### config.mk
export PLATFORM = sky130hd
export DESIGN_NAME = vdm_front
export DESIGN_NICKNAME = d
export VERILOG_FILES = /design/src/rtl/vdm_pkg.sv /design/src/rtl/vdm_front.sv
export SDC_FILE = /design/constraint.sdc
export NUM_CORES = 2
export LEC_CHECK = 0
export ABC_AREA = 1
export BUFFER_PORTS_ARGS = -buffer_cell sky130_fd_sc_hd__buf_2
export CORE_MARGIN = 1.5
export CORE_UTILIZATION = 30
export CTS_CLUSTER_SIZE = 28
export DETAILED_ROUTE_END_ITERATION = 12
export HOLD_SLACK_MARGIN = 0.05
export PLACE_DENSITY_LB_ADDON = 0.08
export SYNTH_ARGS = -nofsm -noshare
export SYNTH_HDL_FRONTEND = slang
export SYNTH_SLANG_ARGS = --single-unit
### constraint.sdc
create_clock -name clk -period 22.8 [get_ports clk]
set_clock_uncertainty 0.1 [all_clocks]
set_input_delay 4.56 -clock clk [delete_from_list [all_inputs] [get_ports clk]]
set_output_delay 4.56 -clock clk [all_outputs]
set_load 0.03 [all_outputs]
### src/rtl/vdm_pkg.sv
// ----------------------------------------------------------------------------
// vdm_pkg
// Shared types, codes and constants of the vector distance metric engine.
// ----------------------------------------------------------------------------
`default_nettype none

package vdm_pkg;

  localparam int MAX_LEN_DEF = 1024;
  localparam int CNT_W       = 17;   // holds any element count up to 131071
  localparam int MODE_W      = 3;
  localparam int METRIC_W    = 48;
  localparam int STATUS_W    = 2;

  localparam logic [MODE_W-1:0] MODE_EUCLID    = 3'd1;
  localparam logic [MODE_W-1:0] MODE_PEARSON   = 3'd2;
  localparam logic [MODE_W-1:0] MODE_MANHATTAN = 3'd3;
  localparam logic [MODE_W-1:0] MODE_COSINE    = 3'd4;
  localparam logic [MODE_W-1:0] MODE_RESET     = MODE_EUCLID;

  localparam logic [STATUS_W-1:0] ST_OK       = 2'd0;
  localparam logic [STATUS_W-1:0] ST_ZERO_DEN = 2'd1;
  localparam logic [STATUS_W-1:0] ST_BAD_MODE = 2'd2;
  localparam logic [STATUS_W-1:0] ST_TOO_LONG = 2'd3;

  localparam logic [METRIC_W-1:0] MET_MAX = 48'h7FFF_FFFF_FFFF;
  localparam logic [METRIC_W-1:0] MET_MIN = 48'h8000_0000_0000;

  typedef struct packed {
    logic signed [15:0] x_value;
    logic signed [15:0] y_value;
    logic               last;
  } in_item_t;

  typedef struct packed {
    logic signed [METRIC_W-1:0] metric;
    logic [STATUS_W-1:0]        status;
  } out_item_t;

  // Sums of one finished vector, all widened to 64 bits
  typedef struct packed {
    logic [CNT_W-1:0]  n;
    logic [63:0]       sx;
    logic [63:0]       sy;
    logic [63:0]       sxy;
    logic [63:0]       sx2;
    logic [63:0]       sy2;
    logic [63:0]       sd2;
    logic [63:0]       sad;
    logic [MODE_W-1:0] mode;
    logic              too_long;
  } job_t;

endpackage

`default_nettype wire

### src/rtl/vdm_front.sv
// ----------------------------------------------------------------------------
// vdm_front
// Element products in one stage, running sums in the next; hands a finished
// vector's sums to the job queue on the last pair.
// ----------------------------------------------------------------------------
`default_nettype none

module vdm_front
  import vdm_pkg::*;
#(
  parameter int MAX_LEN = MAX_LEN_DEF
) (
  input  wire logic              clk,
  input  wire logic              rst,
  input  wire logic              push,
  input  wire in_item_t          item,
  output logic                   full,
  input  wire logic [MODE_W-1:0] mode,
  output logic                   job_push,
  output job_t                   job,
  input  wire logic              job_full
);

  localparam int SW   = $clog2(MAX_LEN + 1);
  localparam int CW   = $clog2(MAX_LEN + 2);
  localparam int SXW  = 16 + SW;
  localparam int SXYW = 32 + SW;
  localparam int SQW  = 31 + SW;
  localparam int SDW  = 32 + SW;
  localparam int SAW  = 16 + SW;

  // product stage
  logic               s1_valid;
  logic               s1_last;
  logic signed [15:0] s1_x;
  logic signed [15:0] s1_y;
  logic signed [31:0] s1_xy;
  logic [30:0]        s1_xx;
  logic [30:0]        s1_yy;
  logic [31:0]        s1_d2;
  logic [15:0]        s1_ad;

  logic signed [16:0] diff;
  logic signed [31:0] xx_full;
  logic signed [31:0] yy_full;
  logic signed [33:0] d2_full;
  logic signed [16:0] ad_full;

  // sums
  logic signed [SXW-1:0]  sx;
  logic signed [SXW-1:0]  sy;
  logic signed [SXYW-1:0] sxy;
  logic [SQW-1:0]         sx2;
  logic [SQW-1:0]         sy2;
  logic [SDW-1:0]         sd2;
  logic [SAW-1:0]         sad;
  logic [CW-1:0]          cnt;

  logic signed [SXW-1:0]  sx_upd;
  logic signed [SXW-1:0]  sy_upd;
  logic signed [SXYW-1:0] sxy_upd;
  logic [SQW-1:0]         sx2_upd;
  logic [SQW-1:0]         sy2_upd;
  logic [SDW-1:0]         sd2_upd;
  logic [SAW-1:0]         sad_upd;
  logic [CW-1:0]          cnt_upd;
  logic                   room;
  logic                   advance;
  logic                   acc_en;

  assign advance = !(s1_valid && s1_last && job_full);
  assign full    = !advance;
  assign acc_en  = s1_valid && advance;

  always_comb begin
    diff    = {item.x_value[15], item.x_value} - {item.y_value[15], item.y_value};
    xx_full = item.x_value * item.x_value;
    yy_full = item.y_value * item.y_value;
    d2_full = diff * diff;
    ad_full = diff[16] ? -diff : diff;
  end

  always_ff @(posedge clk) begin
    if (rst) begin
      s1_valid <= 1'b0;
    end else if (advance) begin
      s1_valid <= push;
    end
    if (advance) begin
      s1_last <= item.last;
      s1_x    <= item.x_value;
      s1_y    <= item.y_value;
      s1_xy   <= item.x_value * item.y_value;
      s1_xx   <= xx_full[30:0];
      s1_yy   <= yy_full[30:0];
      s1_d2   <= d2_full[31:0];
      s1_ad   <= ad_full[15:0];
    end
  end

  always_comb begin
    room    = cnt < CW'(MAX_LEN);
    sx_upd  = sx;
    sy_upd  = sy;
    sxy_upd = sxy;
    sx2_upd = sx2;
    sy2_upd = sy2;
    sd2_upd = sd2;
    sad_upd = sad;
    cnt_upd = CW'(MAX_LEN + 1);   // pairs past the limit are dropped
    if (room) begin
      sx_upd  = sx + SXW'(s1_x);
      sy_upd  = sy + SXW'(s1_y);
      sxy_upd = sxy + SXYW'(s1_xy);
      sx2_upd = sx2 + SQW'(s1_xx);
      sy2_upd = sy2 + SQW'(s1_yy);
      sd2_upd = sd2 + SDW'(s1_d2);
      sad_upd = sad + SAW'(s1_ad);
      cnt_upd = cnt + CW'(1);
    end
  end

  always_ff @(posedge clk) begin
    if (rst) begin
      sx  <= '0;
      sy  <= '0;
      sxy <= '0;
      sx2 <= '0;
      sy2 <= '0;
      sd2 <= '0;
      sad <= '0;
      cnt <= '0;
    end else if (acc_en) begin
      if (s1_last) begin
        sx  <= '0;
        sy  <= '0;
        sxy <= '0;
        sx2 <= '0;
        sy2 <= '0;
        sd2 <= '0;
        sad <= '0;
        cnt <= '0;
      end else begin
        sx  <= sx_upd;
        sy  <= sy_upd;
        sxy <= sxy_upd;
        sx2 <= sx2_upd;
        sy2 <= sy2_upd;
        sd2 <= sd2_upd;
        sad <= sad_upd;
        cnt <= cnt_upd;
      end
    end
  end

  assign job_push     = acc_en && s1_last;
  assign job.n        = CNT_W'(cnt_upd);
  assign job.sx       = 64'(sx_upd);
  assign job.sy       = 64'(sy_upd);
  assign job.sxy      = 64'(sxy_upd);
  assign job.sx2      = 64'(sx2_upd);
  assign job.sy2      = 64'(sy2_upd);
  assign job.sd2      = 64'(sd2_upd);
  assign job.sad      = 64'(sad_upd);
  assign job.mode     = mode;
  assign job.too_long = cnt_upd > CW'(MAX_LEN);

endmodule

`default_nettype wire

======== Yosys cells after proc, flatten, opt, wreduce, memory -nomap -nowiden ========
Cells that the tools add are included.
storage, ports and cells
  flip-flop bits (word level) ............. 438
  input port bits ......................... 40
  output and inout bits ................... 471
  word-level logic and storage cells ...... 55
cells by class
  add/sub/neg operators ................... 10
  $mul .................................... 4
  magnitude comparators ................... 2
  mux-type cells .......................... 17
  reductions and logical operators ........ 5
operators by type and width
  kind                     count
  $mux W43                 4
  $mux W42                 4
  $mux W27                 6
  $add A43 B32 Y43         2
  $add A42 B31 Y42         2
  $add A27 B16 Y27         3
  $mul A16 B16 Y31         2
  $mul A16 B16 Y32         1
  $mul A17 B17 Y32         1
  $mux W11                 2
  $sub A16 B16 Y17         1
  $mux W16                 1
  $neg A16 Y16             1
  $add A11 B1 Y11 const B  1
  $gt A11 B11 Y1 const B   1
  $lt A11 B11 Y1 const B   1
  $logic_and A1 B1 Y1      4
  $logic_not A1 Y1         1

======== Logic depth before layout (Yosys ltp) ========
  depth after elaboration ................. 5
  depth in mapped cells ................... 40
  gate-level depth less buffers ........... 38

======== Least setup slack after synthesis ========
No wires, ideal clock.
  path type ............................... input -> register
  start ................................... in item[17] (netlist name)
  end ..................................... reg s1_d2[28], data pin
  library setup time ...................... 253 ps
  arrival time ............................ 11244 ps
  data required time ...................... 22447 ps
  slack ................................... 11203 ps
  stages on the path ...................... 32
  buffers on the path ..................... 2
  cells stage by stage .................... clkbuf_1 > inv_1 > ha_1 > fa_1 > inv_2 > nand2_1 > nand2_1 > and2_1 > xor2_2 > inv_1 > buf_1 > nor2_1 > inv_1 > fa_1 > inv_1 > fa_1 > fa_1 > fa_1 > fa_1 > inv_1 > fa_1 > inv_1 > ha_1 > nand2_1 > nor2_1 > nor3b_1 > nand4_1 > nand3_1 > a21o_1 > nand2_1 > nand4_1 > nand2_1
between the ends
  longest elaborated chain between the ends .. 2
ends and longest elaborated chain
  what                    RTL line         text
  start: declaration      vdm_front.sv:16  input wire in_item_t item,
  $sub A16 B16 Y17        vdm_front.sv:76  diff = {item.x_value[15], item.x_value} - {item.y_value[15], item.y_value};
  $mul A17 B17 Y32        vdm_front.sv:79  d2_full = diff * diff;
  named net d2_full[28]   vdm_front.sv:46  logic signed [33:0] d2_full;
  end signal: assignment  vdm_front.sv:96  s1_d2 <= d2_full[31:0];
  end: declaration        vdm_front.sv:40  logic [31:0] s1_d2;
The timed path passes the listed nets, and every way through them passes these cells.
A chain may end at the register's enable or synchronous reset.

======== Worst setup path in the final report ========
Same ends and word-level chain as after synthesis.

==> impl_results.md <==
- Max_cap viols: 0
- Main flop type after synthesis: dfxtp_1
- Commonest non-fill, non-tap cell in the layout: nand2_1
- Critical Path Max Stage Delay: roughly 0.56 ns
- Endpoints failing setup: 0
- Drt via density: 4.662
- Most used cell, CP: fa_1
- CP endpoint kind: flop
- Sequential share of the synthesized area: between 10 and 15%
- Setup ws final: ~10 ns
- Post-cts resize count: 0
- Cts bufs inserted: 60
- Placement Rows: 181
- # Post-CTS Setup Buffers: 0
- Worst EP required: between 20 and 25 ns
- Top post-synthesis cells by area: fa_1 27%, nand2_1 14%, inv_1 12%, ha_1 9.6%, dfxtp_1 7.2%
- Startpoint Class: input pin
- GP Congestion: slightly below 0.9
- Clock Latency Late Sink: around 0.73 ns
- Setup_tns: 0 ns
- Post-synth EDFFs: ~170
- Clk root buf: clkbuf_16
- Die Footprint: between 0.2 and 0.25 sq mm
- Slowest CP cell: xor2_2
- Synth Instances: 10236
- DR iter-0 viols: ~4200
- Fmax: 79.47 MHz
- Clock slew at the register clock pins of the worst setup and hold paths: around 0.060 ns
- CTS tree: built
- Synth Area in Compound Gates: under 10%
- Status: finished clean
- Commonest cells after routing, fill and taps aside: 2738 x nand2_1, 2276 x inv_1, 990 x fa_1
- Synth area leader: fa_1
- Cell Area, Synth: 0.07332 sq mm
- Synth Area in XOR/XNOR: 2.631%
- Placeable Area: roughly 0.24 sq mm
- Syn avg cell area: just over 7 sq um
- Multi-input combinational cell area: about 0.052 sq mm
- Initial Util: 30.17%
- CP Buf/Inv Count: 9
- Yosys synthesis warning count: 0
- Detail Route Antenna Nets: 0
- Layout area overhead: 8.580%
- DRC: 0
- DR WL/cell: just under 20 um
- Crit path DAT: between 10 and 15 ns
- Fin cells: about 14000
- Pre-Repair DR Iteration Count: 9
- Initial antenna violation count: 27
- Global-route wire length before repair: between 400000 and 500000 um
- Dpl hpwl: ~210000 um
- Crit Path Max Fanout: 33
- RSZ-0062 raised after global routing: no
- Max_slew headroom: 30.86%
- Cells after DPL: roughly 14000
- Fill count: approximately 26000
- Largest family of logic cells by synthesized area: adder cells
- # nets final: approximately 12000
- Synth top area share: a little over a quarter
- DIE WIDTH: slightly below 500 um
- Overflow after GRT: 0
- DP Worst Slack: around 9.5 ns
- Clock sink count: 432
- Total Wirelength: approximately 260000 um
- Register area: between 0.01 and 0.015 sq mm
- Worst-Margin Slew: between 1 and 1.5 ns
- Vias: roughly 64000
- Part of the cycle the worst path needs: 55.19%
- Chip height: ~500 um
- Adder-cell share of the synthesized area: between 30% and 40%
- Port bufs: between 300 and 400
- Register bit total from synthesis: 432
- CP top delay family: adder cells
- Post-synthesis cell type count: 53
- Max Root-Sink Buffers: 3
- Post-Synth Simple-Gate Area: a little under a quarter
- Hold buffers post-CTS: 0
- GRT Overall Usage: between 20% and 30%
- Layout cell share with drive strength beyond 1: between 6 and 7%
- CP Class: input pin to flop
- H-tree depth: 2
- Largest net degree at the start of global routing: approximately 150
- Async S/R FF share, synth: 0%
- Worst Hold Class: flop to flop
- Min Tclk post-route: between 10 and 15 ns
- Multiplexer share of the synthesized area: less than 1%
- I/O pin cnt: approximately 510
- Final hold violations: 0
- Slew Limit Fails: 0
- Vias in the first global route: 64639
-- final timing paths --
| check | from | to | slack [ns] | depth (start not counted) |
|---|---|---|---|---|
| worst max register to register | s1_last | sy2[31] | 18.56 | 8 |
| worst max-delay path | item[17] | s1_d2[28] | 10.22 | 32 |
| worst min register to register | sad[26] | sad[26] | 0.38 | 2 |
| worst min-delay path | sad[26] | sad[26] | 0.38 | 2 |
-- stage by stage --
step / instance area [sq um] / hold WS [ns] / util, %
3_5_place_dp: 77610 / 0.3678 / 31.94
4_1_cts: 79610 / 0.3776 / 32.76
6_report: 79610 / 0.3778 / 32.76
2_1_floorplan: 73720 / 0.3532 / -
3_3_place_gp: 77610 / 0.3636 / 31.94
5_1_grt: 79610 / 0.3950 / 32.76
-- cell type report --
type	instances	area share (%)
Antenna cell	2	0.006286
Clock buffer	72	2.020
Clock inverter	42	0.4903
Inverter	2287	10.81
Multi-Input combinational cell	7152	65.58
Sequential cell	432	12.99
Tap cell	3202	5.032
Timing Repair Buffer	453	3.071
-- routing by layer --
metal | global-route usage (%) | share of wire, % | up-vias
li1 | - | - | 31052
met1 | 31.47 | 50 | 30998
met2 | 33.21 | 44 | 1404
met3 | 2.757 | 5.2 | 149
met4 | 2.834 | 1.3 | 0
met5 | 0 | 0 | -
-- cell usage after synthesis (3+ instances only) --
library cell	count
a21boi_0	21
a21o_1	42
a21oi_1	612
a31oi_1	11
and2_1	29
and3_1	3
buf_1	29
buf_2	39
buf_4	207
clkbuf_1	195
dfxtp_1	263
edfxtp_1	169
fa_1	990
ha_1	561
inv_1	2278
inv_2	7
mux2i_1	3
nand2_1	2738
nand2_2	11
nand3_1	534
nand3b_1	36
nand4_1	87
nor2_1	625
nor2_2	3
nor3_1	57
nor3b_1	6
nor4_1	17
o211ai_1	13
o21a_1	4
o21ai_0	266
o21ai_1	4
o21bai_1	37
o31ai_1	5
or2_2	102
xnor2_1	82
xnor2_2	3
xor2_1	124
xor2_2	3
-- worst register-to-register path: cells and delay by family (launching register included) --
kind / cells / cell delay [ns]
AOI/OAI and AO/OA: 1 / 0.18
buffers and inverters: 4 / 2.28
DFF: 1 / 0.41
and+or+nand+nor: 3 / 1.14
-- flip-flops by register name (all words and copies together) (netlist names) --
signal and cells:
cnt 11, s1_ad 15, s1_d2 31, s1_last 1, s1_valid 1, s1_x 16
s1_xx 29, s1_xy 32, s1_y 16, s1_yy 29, sad 27, sd2 43
sx 27, sx2 42, sxy 43, sy 27, sy2 42
-- cells by family after synthesis --
logic type               count (synthesis)
AO/OA/AOI/OAI                         1027
adder cells (fa/ha/maj)               1551
XOR/XNOR                               213
flip-flops                             432
other                                    1
AND/OR/NAND/NOR                       4250
multiplexers                             3
buffers and inverters                 2759
Power is left out: the tool's default activity adds up to more than one toggle a clock period on the data nets, which glitch-free logic cannot reach.
